### config.mk
export PLATFORM = sky130hd
export DESIGN_NAME = fstm_span_seq
export DESIGN_NICKNAME = d
export VERILOG_FILES = /design/src/rtl/fstm_pkg.sv /design/src/rtl/fstm_span_seq.sv
export SDC_FILE = /design/constraint.sdc
export NUM_CORES = 1
export LEC_CHECK = 0
export BUFFER_PORTS_ARGS = -buffer_cell sky130_fd_sc_hd__buf_2
export CORE_ASPECT_RATIO = 1.4
export CORE_MARGIN = 5
export CORE_UTILIZATION = 60
export DETAILED_ROUTE_END_ITERATION = 16
export PLACE_DENSITY = 0.84
export SETUP_SLACK_MARGIN = 0.5
export SYNTH_ARGS = -nofsm -noshare
export SYNTH_HDL_FRONTEND = slang
export SYNTH_SLANG_ARGS = --single-unit
### constraint.sdc
create_clock -name clk -period 8 [get_ports clk]
set_clock_uncertainty 0.1 [all_clocks]
set_input_delay 0.4 -clock clk [delete_from_list [all_inputs] [get_ports clk]]
set_output_delay 0.4 -clock clk [all_outputs]
set_load 0.005 [all_outputs]
### src/rtl/fstm_pkg.sv
// Shared types, command codes and geometry constants of the flat span texture mapper.
package fstm_pkg;

    // Texture geometry: a 64x64 flat of bytes, addressed as row * 64 + column.
    localparam int TEX_SIDE_W   = 6;
    localparam int TEX_ADDR_W   = 2 * TEX_SIDE_W;
    localparam int TEXEL_W      = 8;
    localparam int SHADE_ADDR_W = 8;
    localparam int COLOR_W      = 32;
    localparam int COORD_W      = 32;
    localparam int COUNT_W      = 7;
    localparam int CMD_W        = 2;

    // Longest span chunk accepted; longer counts are clipped to this.
    localparam int MAX_RUN = 64;

    // Lowest coordinate bit that still selects a texel row or column.
    localparam int COORD_SEL_LSB = COORD_W - TEX_SIDE_W;

    // Packed width of the slave-side data, rounded up to whole bytes.
    localparam int IN_FIELDS_W = TEX_ADDR_W + COLOR_W + 4 * COORD_W + COUNT_W;
    localparam int IN_DATA_W   = ((IN_FIELDS_W + 7) / 8) * 8;

    // Command codes carried in tuser.
    localparam logic [CMD_W-1:0] CMD_WRITE_TEXEL = 2'd0;
    localparam logic [CMD_W-1:0] CMD_WRITE_SHADE = 2'd1;
    localparam logic [CMD_W-1:0] CMD_DRAW_SPAN   = 2'd2;

    // Pixel request from the span sequencer to the texture memory stage.
    typedef struct packed {
        logic                  valid;
        logic                  last;
        logic [TEX_ADDR_W-1:0] addr;
    } pix_req_t;

    // Texel fetched for one pixel, on its way to the shade table.
    typedef struct packed {
        logic               valid;
        logic               last;
        logic [TEXEL_W-1:0] texel;
    } texel_stage_t;

    // Write port of the texture memory.
    typedef struct packed {
        logic                  en;
        logic [TEX_ADDR_W-1:0] addr;
        logic [TEXEL_W-1:0]    data;
    } tex_wr_t;

    // Write port of the shade table.
    typedef struct packed {
        logic                    en;
        logic [SHADE_ADDR_W-1:0] addr;
        logic [COLOR_W-1:0]      data;
    } shade_wr_t;

    // Sequencer status seen by the top level.
    typedef struct packed {
        logic               busy;
        logic [COUNT_W-1:0] remaining;
    } seq_status_t;

endpackage

### src/rtl/fstm_span_seq.sv
// Span sequencer: steps u and v across a span and issues one texel address per pixel.
module fstm_span_seq
(
    input  logic                         clk,
    input  logic                         rst_n,
    input  logic                         start,
    input  logic [fstm_pkg::COORD_W-1:0] u_position,
    input  logic [fstm_pkg::COORD_W-1:0] v_position,
    input  logic [fstm_pkg::COORD_W-1:0] u_increment,
    input  logic [fstm_pkg::COORD_W-1:0] v_increment,
    input  logic [fstm_pkg::COUNT_W-1:0] pixel_count,
    input  logic                         advance,
    output fstm_pkg::pix_req_t           req,
    output fstm_pkg::seq_status_t        status
);
    import fstm_pkg::*;

    logic [COORD_W-1:0] u_reg, u_next;
    logic [COORD_W-1:0] v_reg, v_next;
    logic [COORD_W-1:0] du_reg, du_next;
    logic [COORD_W-1:0] dv_reg, dv_next;
    logic [COUNT_W-1:0] rem_reg, rem_next;
    logic               busy_reg, busy_next;
    logic [COUNT_W-1:0] count_sat;
    logic               issue;

    // Clip the count to the longest run; a zero count starts nothing.
    assign count_sat = (pixel_count > COUNT_W'(MAX_RUN)) ? COUNT_W'(MAX_RUN) : pixel_count;
    assign issue     = busy_reg && advance;

    // Load a new span, or step to the next pixel when one has been issued.
    always_comb
    begin
        u_next    = u_reg;
        v_next    = v_reg;
        du_next   = du_reg;
        dv_next   = dv_reg;
        rem_next  = rem_reg;
        busy_next = busy_reg;
        if (start)
        begin
            u_next    = u_position;
            v_next    = v_position;
            du_next   = u_increment;
            dv_next   = v_increment;
            rem_next  = count_sat;
            busy_next = (count_sat != '0);
        end
        else if (issue)
        begin
            u_next    = u_reg + du_reg;
            v_next    = v_reg + dv_reg;
            rem_next  = rem_reg - COUNT_W'(1);
            busy_next = (rem_reg != COUNT_W'(1));
        end
    end

    // Control state.
    always_ff @(posedge clk or negedge rst_n)
    begin
        if (!rst_n)
        begin
            busy_reg <= 1'b0;
            rem_reg  <= '0;
        end
        else
        begin
            busy_reg <= busy_next;
            rem_reg  <= rem_next;
        end
    end

    // Coordinate and step registers need no reset.
    always_ff @(posedge clk)
    begin
        u_reg  <= u_next;
        v_reg  <= v_next;
        du_reg <= du_next;
        dv_reg <= dv_next;
    end

    // The texel address is the top six bits of v above the top six bits of u.
    assign req.valid = busy_reg;
    assign req.last  = (rem_reg == COUNT_W'(1));
    assign req.addr  = {v_reg[COORD_W-1:COORD_SEL_LSB], u_reg[COORD_W-1:COORD_SEL_LSB]};

    assign status.busy      = busy_reg;
    assign status.remaining = rem_reg;

endmodule

## Word level (Yosys, flattened, before mapping)

Index checks and enable logic that the tools add are counted.

- Latch bits: 0
- Input bits: 139
- Memories kept: 0
- Register bits: 136
- Bits in read-only memories: 0
- Output and inout port bits: 22
- Memory bits (writable): 0

- $lt $le $gt $ge: 1
- Mux-type cells: 9
- $mul: 0
- Reduce and logical (&&, ||, !) cells: 3
- Divide/modulo/power cells: 0
- Bitwise operators: 0
- Shift-type cells: 0
- Eq/ne operators: 2
- $add $sub $neg: 3

Operators by type and width:

| cell | count |
|---|---|
| 32-bit 2-to-1 mux | 4 |
| 32-bit adder | 2 |
| 7-bit 2-to-1 mux | 3 |
| 7-bit by 1-bit == test with 1-bit output, second input constant | 1 |
| 7-bit greater-than comparator, second input constant | 1 |
| 7-bit by 1-bit != test with 1-bit output, second input constant | 1 |
| 7-bit nonzero test | 1 |
| 7-bit by 1-bit subtractor with 7-bit output, second input constant | 1 |
| 1-bit 2-to-1 mux | 2 |
| 2-bit nonzero test | 1 |
| 1-bit logical AND | 1 |

## Logic depth before layout (Yosys ltp)

Gate-level depths: netlist of run 1.

- Depth after elaboration: 4
- Mapped depth: 10

## Worst setup path after synthesis of run 1

Ideal clock, no wire load.

- Path type: reg2reg
- From: register u_reg[0]
- To: register u_reg[18] (data pin)
- Data arrival time: 2.762 ns
- Stages on the path, launching flop included: 11
- Path buffers: 0
- Setup time: 0.264 ns
- Period minus slack after synthesis: 3.125 ns
- Setup slack: 4.875 ns
- Data required time: 7.636 ns
- Cell sequence: edfxtp_1 > ha_1 > fa_1 > a21oi_1 > o2111ai_2 > a311oi_1 > o21ai_0 > a31oi_1 > o31ai_1 > a211oi_1 > o21ai_0

- Word-level cells in the longest chain between the ends: 3

RTL lines:

| item | RTL line | RTL |
|---|---|---|
| start: declaration | fstm_span_seq.sv:18 | `logic [COORD_W-1:0] u_reg, u_next;` |
| start signal: assignment | fstm_span_seq.sv:76 | `u_reg <= u_next;` |
| 32-bit adder | fstm_span_seq.sv:51 | `u_next = u_reg + du_reg;` |
| 32-bit 2-to-1 mux | fstm_span_seq.sv:49 | `else if (issue)` |
| 32-bit 2-to-1 mux | fstm_span_seq.sv:40 | `if (start)` |
| via u_next[18] | fstm_span_seq.sv:18 |  |

The timed path passes the listed nets, and every way through them passes these cells. The select of a mux whose other input is x is not followed.
A chain may end at the register's enable or synchronous reset.

## Final worst setup path of run 1

Same ends and word-level chain as after synthesis.

==> reports/metrics.cfg, run 1 <==
[run_status]
status = complete, no violations

[synthesis]
synth.distinct_cells = 75
ys_ff_latch = 136
async_reset_ff_frac = 0.0588
synth_area_per_cell_sq_um = 10.6
synth_edf_count = 128
syn-num-nets = 994
synthCells = 789
ys_seq_area_frac = 0.484
syn_area_sq_um = 8360
ys.flop_type = edfxtp_1
yosysWarnings = 0

[setup_path]
cpMostUsedCell = o21ai_0
crit_path_max_fanout = 4
critPathKind = reg -> reg
worst_path_max_delay_cell = a311oi_1
path_buf_inv = 0
reg2regPathDepth = 10
startpoint_type = flop
regToRegSetupSlack_ns = 4.38
r2r_start = u_reg[0]
crit_chain = ha_1 > fa_1 > a21oi_1 > o2111ai_2 > a311oi_1 > o21ai_0 > a31oi_1 > o31ai_1 > a211oi_1 > o21ai_0
arrival_ns = 3.69
cp_top_family = compound AO/OA/AOI/OAI gates
cp.required_ns = 8.07
cp-end-kind = flop
cpPeakStageDelay_ns = 0.69
r2r_end = u_reg[18]

[global_routing]
grt_pass1_vias = 6623
antenna_found_initial = 2
grt_pass1_wl_um = 30400
grt_overflow = 0
grt_max_degree = 110
grt_use_total = 0.239

[placed_design]
io_buffers = 160
post-place-ws_ns = 4.38
dp_hpwl_um = 14000
finalWeightedCongestion = 0.926
place_area_sq_um = 9210

[clock_tree]
cts-root-buf = clkbuf_16
cts_buffer_depth = 2
cts_resized = 0
cts_tree = done
cts-buffers-inserted = 17
h-tree-depth = 4
cts_sinks = 136
clk_latency_ns = 0.43
cts.clk_slew.worst_paths_ns = 0.06

[die]
dieWidth_um = 110
rows = 51
start_util = 0.607
dieHeight_um = 150
pin_count = 161
die_area_sq_um = 16400
core_area_sq_um = 13800

[cells_and_area]
finalInstanceArea_sq_um = 9810
areaGrowthSynthToFinish_pct = 17.3
num-fill-cells = 1034
nets = 1136
drive_gt1_frac = 0.226

[route]
route.vias.total = 6600
routedWlPerCell_um = 17.0
drcViolationCount = 0
drt-total-wl_um = 19200
via_per_inst = 5.84
antenna_left = 0
dr.pass1.iters = 6
drt-initial-drc-count = 416

[min_path]
min_path_cells = 1
whs_endpoint = dv_reg[10]
worstHoldStart = v_increment[10]
hold_class = in -> reg

[sta]
period_minus_slack_ns = 3.62
min_period_over_period = 0.453
tns_ns = 0
finalHoldViolations = 0
slew_headroom = 0.394
rsz0062_at_grt = false
worst_slack_ns = 4.38
finalMaxSlewViolations = 0
tightest_slew_ns = 0.909
max_freq_ghz = 0.276
finalSetupViolations = 0

[power_and_ir_drop]
ir_worst_vdd_uv = 172
p_int_w = 0.00193
share_comb_of_total_power = 0.388
p_sw_w = 0.00101
p_sw_frac = 0.343
power_density_nw_per_um2 = 299
p_leak_nw = 4.18
power_frac_clock = 0.268
p_seq_frac = 0.343
design_power_total_w = 0.00293

[job]
drv_cap = 0

-- cell usage in the layout (no fill, tap or decap), types with 7 or more instances in the layout --
| master | netlist | routed |
|---|---|---|
| and2_1 | 7 | 7 |
| buf_2 | 1 | 159 |
| nand2_1 | 103 | 102 |
| edfxtp_1 | 128 | 128 |
| a21o_1 | 32 | 32 |
| nor3_1 | 11 | 11 |
| xor2_1 | 21 | 21 |
| clkbuf_16 | 0 | 17 |
| inv_1 | 21 | 21 |
| a21oi_1 | 52 | 52 |
| o21ai_0 | 72 | 72 |
| a211oi_1 | 10 | 10 |
| ha_1 | 64 | 64 |
| o21bai_1 | 7 | 7 |
| xnor2_1 | 32 | 32 |
| dfrtp_1 | 8 | 8 |
| nor2_1 | 30 | 30 |
| nand3_1 | 19 | 19 |
| a31oi_1 | 7 | 7 |
| o31ai_1 | 9 | 9 |
-- per-stage QoR --
| stage | utilization | hold WS, ns | std cells |
|---|---|---|---|
| after CTS | 0.711 | 0.0413 | 1129 |
| after global placement | 0.668 | 0.151 | 1096 |
| final | 0.712 | 0.0413 | 1131 |
| after global routing | 0.712 | 0.0394 | 1130 |
| after floorplan | - | 0.00441 | 789 |
| after detailed placement | 0.668 | 0.154 | 1096 |
-- synth_stat cells, drive strengths merged (10+ instances only) --
library cell / n / share of area
nand2: 104 / 0.047
a21oi: 52 / 0.031
o21ai: 75 / 0.045
nor2: 30 / 0.013
edfxtp: 128 / 0.46
nor3: 11 / 0.0066
xor2: 21 / 0.022
clkbuf: 22 / 0.0099
inv: 21 / 0.0094
a211oi: 10 / 0.0090
a21o: 33 / 0.030
ha: 64 / 0.096
nand3: 19 / 0.011
xnor2: 32 / 0.034
buf: 17 / 0.014
-- cell type report --
class                      instances  area [sq um]  share of cell area
tap                              185           231              0.0236
timing repair buffer             163           832              0.0848
multi-input combinational        592          4030               0.411
sequential                       136          4040               0.412
clock inverter                    14           158              0.0161
inverter                          21          78.8             0.00804
clock buffer                      18           429              0.0438
antenna                            2          5.00            0.000510
-- cells by family after synthesis --
family	count (synthesis)	synth area share
flops	136	0.484
compound gates	246	0.191
fa+ha+maj	66	0.101
xor+xnor	53	0.0555
mux	7	0.00898
buf+inv	61	0.0346
simple gates	220	0.126
-- metal layers --
layer | part of all wire | track usage | vias to the layer above
li1 | - | - | 3260
met1 | 0.39 | 0.273 | 3077
met2 | 0.51 | 0.424 | 212
met3 | 0.067 | 0.0518 | 49
met4 | 0.031 | 0.104 | 2
met5 | 0.00068 | 0 | -
-- how the worst max path moves through the flow --
stage | from | endpoint | slack (ns) | cells past startpoint
2_1_floorplan | u_reg[0] | u_reg[18] | 4.87 | 10
3_3_place_gp | u_reg[0] | u_reg[18] | 4.45 | 10
3_5_place_dp | u_reg[0] | u_reg[18] | 4.38 | 10
4_1_cts | u_reg[0] | u_reg[18] | 4.37 | 10
5_1_grt | u_reg[0] | u_reg[18] | 4.12 | 10
6_report | u_reg[0] | u_reg[18] | 4.38 | 10
-- what timing repair did --
| action | CTS | global route |
|---|---|---|
| endpoints found under the hold margin | 8 | 0 |
| setup buffers | 0 | 0 |
| hold buffers | 1 | 0 |
-- worst reg2reg max path, stage by stage, from the launching register on --
cell	delay [ns]
edfxtp_1	0.36
ha_1	0.24
fa_1	0.41
a21oi_1	0.26
o2111ai_2	0.20
a311oi_1	0.69
o21ai_0	0.27
a31oi_1	0.38
o31ai_1	0.11
a211oi_1	0.22
o21ai_0	0.13
-- power groups by stage --
stage | Sequential, W | Combinational (W) | Clock (W)
3_5_place_dp | 0.00102 | 0.00111 | 0
3_3_place_gp | 0.00101 | 0.00109 | 0
4_1_cts | 0.00101 | 0.00113 | 0.000794
2_1_floorplan | 0.00100 | 0.000883 | 0
6_report | 0.00101 | 0.00114 | 0.000787
5_1_grt | 0.00102 | 0.00127 | 0.000827
(Power assumes the default switching activity.)
==> inputs of run 2 (changes only) <==
--- a/config.mk
+++ b/config.mk
@@ -5,12 +5,13 @@
 export SDC_FILE = /design/constraint.sdc
 export NUM_CORES = 1
 export LEC_CHECK = 0
+export ABC_AREA = 1
 export BUFFER_PORTS_ARGS = -buffer_cell sky130_fd_sc_hd__buf_2
 export CORE_ASPECT_RATIO = 1.4
 export CORE_MARGIN = 5
-export CORE_UTILIZATION = 60
+export CORE_UTILIZATION = 52
 export DETAILED_ROUTE_END_ITERATION = 16
-export PLACE_DENSITY = 0.84
+export PLACE_DENSITY = 0.75
 export SETUP_SLACK_MARGIN = 0.5
 export SYNTH_ARGS = -nofsm -noshare
 export SYNTH_HDL_FRONTEND = slang
==> constraint.sdc (replaced) <==
create_clock -name clk -period 3.3 [get_ports clk]
set_clock_uncertainty 0.1 [all_clocks]
set_input_delay 0.165 -clock clk [delete_from_list [all_inputs] [get_ports clk]]
set_output_delay 0.165 -clock clk [all_outputs]
set_load 0.005 [all_outputs]
==> run 2 against run 1 <==
Non-clock buffer count rose by 137. Flip-flop and latch count did not move. Clock-buffer cell count did not move.
==> reports/metrics.cfg, run 2 <==
[global_routing]
grt_use_total = 0.254
grt_overflow = 0
grt_pass1_vias = 9933
grt_pass1_wl_um = 45000
antenna_found_initial = 1
grt_max_degree = 80

[synthesis]
yosysWarnings = 0
async_reset_ff_frac = 0.0588
synth.distinct_cells = 36
synthCells = 1380
ys_seq_area_frac = 0.409
yosysMostFrequentCell = nand2_1
syn_area_sq_um = 9890
synth_area_per_cell_sq_um = 7.17
synth_edf_count = 128
syn-num-nets = 1585
synth_area_leaders = edfxtp_1, nand2_1, inv_1
ys_ff_latch = 136
ys.flop_type = edfxtp_1
ys_top_cells_by_count = nand2_1, inv_1, edfxtp_1, nand3_1, nor2_1
yosysTopAreaCell = edfxtp_1
synth_top_area_frac = 0.389

[clock_tree]
h-tree-depth = 4
clk_latency_ns = 0.43
cts.clk_slew.worst_paths_ns = 0.06
cts-root-buf = clkbuf_16
cts_resized = 0
cts_sinks = 136
cts_tree = done
cts-buffers-inserted = 17
cts_buffer_depth = 2

[die]
rows = 59
dieHeight_um = 173
core_area_sq_um = 18700
pin_count = 161
dieWidth_um = 127
start_util = 0.530
die_area_sq_um = 21900

[route]
route.vias.total = 9616
dr.max_layer_used = met4
drcViolationCount = 0
dr.pass1.iters = 5
drt-initial-drc-count = 670
met2_wirelength_um = 14800
wl_met3_um = 1150
drt-total-wl_um = 27900
wl_met1_um = 10500
routedWlPerCell_um = 14.5
antenna_left = 0
via_per_inst = 4.99

[setup_path]
cp.required_ns = 3.37
cp-end-kind = flop
critPathKind = reg -> reg
startpoint_type = flop
crit_path_max_fanout = 5
arrival_ns = 2.54

[cells_and_area]
final_common_cell = nand2_1
finalInstanceArea_sq_um = 12800
nets = 1875
drive_gt1_frac = 0.133
areaGrowthSynthToFinish_pct = 29.4
layout_common_cells = nand2_1, inv_1, buf_2, dlygate4sd3_1, edfxtp_1

[min_path]
hold_class = in -> reg

[sta]
tns_ns = 0
tightest_slew_ns = 0.869
finalMaxSlewViolations = 0
finalSetupViolations = 0
slew_headroom = 0.421
period_minus_slack_ns = 2.47
min_period_over_period = 0.747
max_freq_ghz = 0.406
rsz0062_at_grt = false
finalHoldViolations = 0

[power_and_ir_drop]
p_leak_nw = 6.68
ir_worst_vdd_uv = 353
power_density_nw_per_um2 = 563

[placed_design]
place_area_sq_um = 10900
finalWeightedCongestion = 0.947
dp_hpwl_um = 20000
io_buffers = 160

[run_status]
status = complete, no violations

[job]
drv_cap = 0

run 2: changes by cell type in the layout (fill, tap and decap cells not counted), moves of 6 or more:
cell,change
nand2_2,+6
dlygate4sd3_1,+135
o21ai_0,-53
inv_1,+206
o22ai_1,-6
nand2_1,+472
a211oi_1,-10
xnor2_1,-14
nor2_1,+56
xor2_1,-19
nand3_1,+79
a21o_1,-30
o31ai_1,-9
run 2: layout make-up:
class | instances | area (sq um)
sequential | 136 | 4040
antenna | 1 | 2.50
clock inverter | 14 | 125
fill | 1543 | 5880
multi-input combinational | 985 | 4820
timing repair buffer | 300 | 2210
inverter | 230 | 863
clock buffer | 18 | 429
tap | 244 | 305
run 2: final timing paths:
check / from / end / slack (ns) / cells past startpoint
min: pixel_count[6] / rem_reg[3] / 0.03 / 4
min in group asynchronous: rst_n / busy_reg / 0.04 / 2
max in group asynchronous: rst_n / rem_reg[0] / 2.87 / 2
min reg2reg: busy_reg / busy_reg / 0.46 / 2
max: u_reg[0] / u_reg[28] / 0.83 / 10
max reg2reg: u_reg[0] / u_reg[28] / 0.83 / 10
run 2: through the flow:
stage	worst slack (ns)	instances	power (W)	hold slack (ns)	util
floorplan	1.24	1380	0.00445	-0.231	-
global placement	0.999	1759	0.00515	-0.0737	0.583
detailed placement	0.895	1759	0.00520	-0.0719	0.583
CTS	0.869	1926	0.00719	0.00355	0.685
global route	0.686	1928	0.00769	0.0501	0.685
finish	0.835	1928	0.00720	0.0253	0.685
run 2: power breakdown:
group | switching [W] | internal [W]
Sequential | 0.000122 | 0.00222
Clock | 0.000812 | 0.00104
Combinational | 0.00187 | 0.00113
Total | 0.00281 | 0.00440
run 2: cell families after synthesis:
family,after synthesis,synth area share
buf+inv,259,0.104
fa+ha+maj,66,0.0850
simple gates,808,0.334
compound gates,91,0.0501
xor+xnor,20,0.0177
flops,136,0.409
run 2: layer usage:
layer  global-route usage  vias to the layer above
li1                     -                     4941
met1                0.262                     4291
met2                0.485                      291
met3               0.0364                       93
met4                0.132                        0
met5                    0                        -
run 2: critical path: stages (launching register included):
cell	delay, ns
edfxtp_1	0.37
ha_1	0.25
fa_1	0.47
nand3_1	0.13
nand3_1	0.18
nand3_1	0.13
nand3_1	0.21
nand2_1	0.14
nand3_1	0.09
nand3_1	0.10
nand2_1	0.06
run 2: what timing repair did:
| item | 4_1_cts | 5_1_grt |
|---|---|---|
| endpoints found under the setup margin | 0 | 0 |
| setup buffers | 0 | 0 |
| hold endpoints to repair | 141 | 1 |
| hold buffers | 135 | 1 |
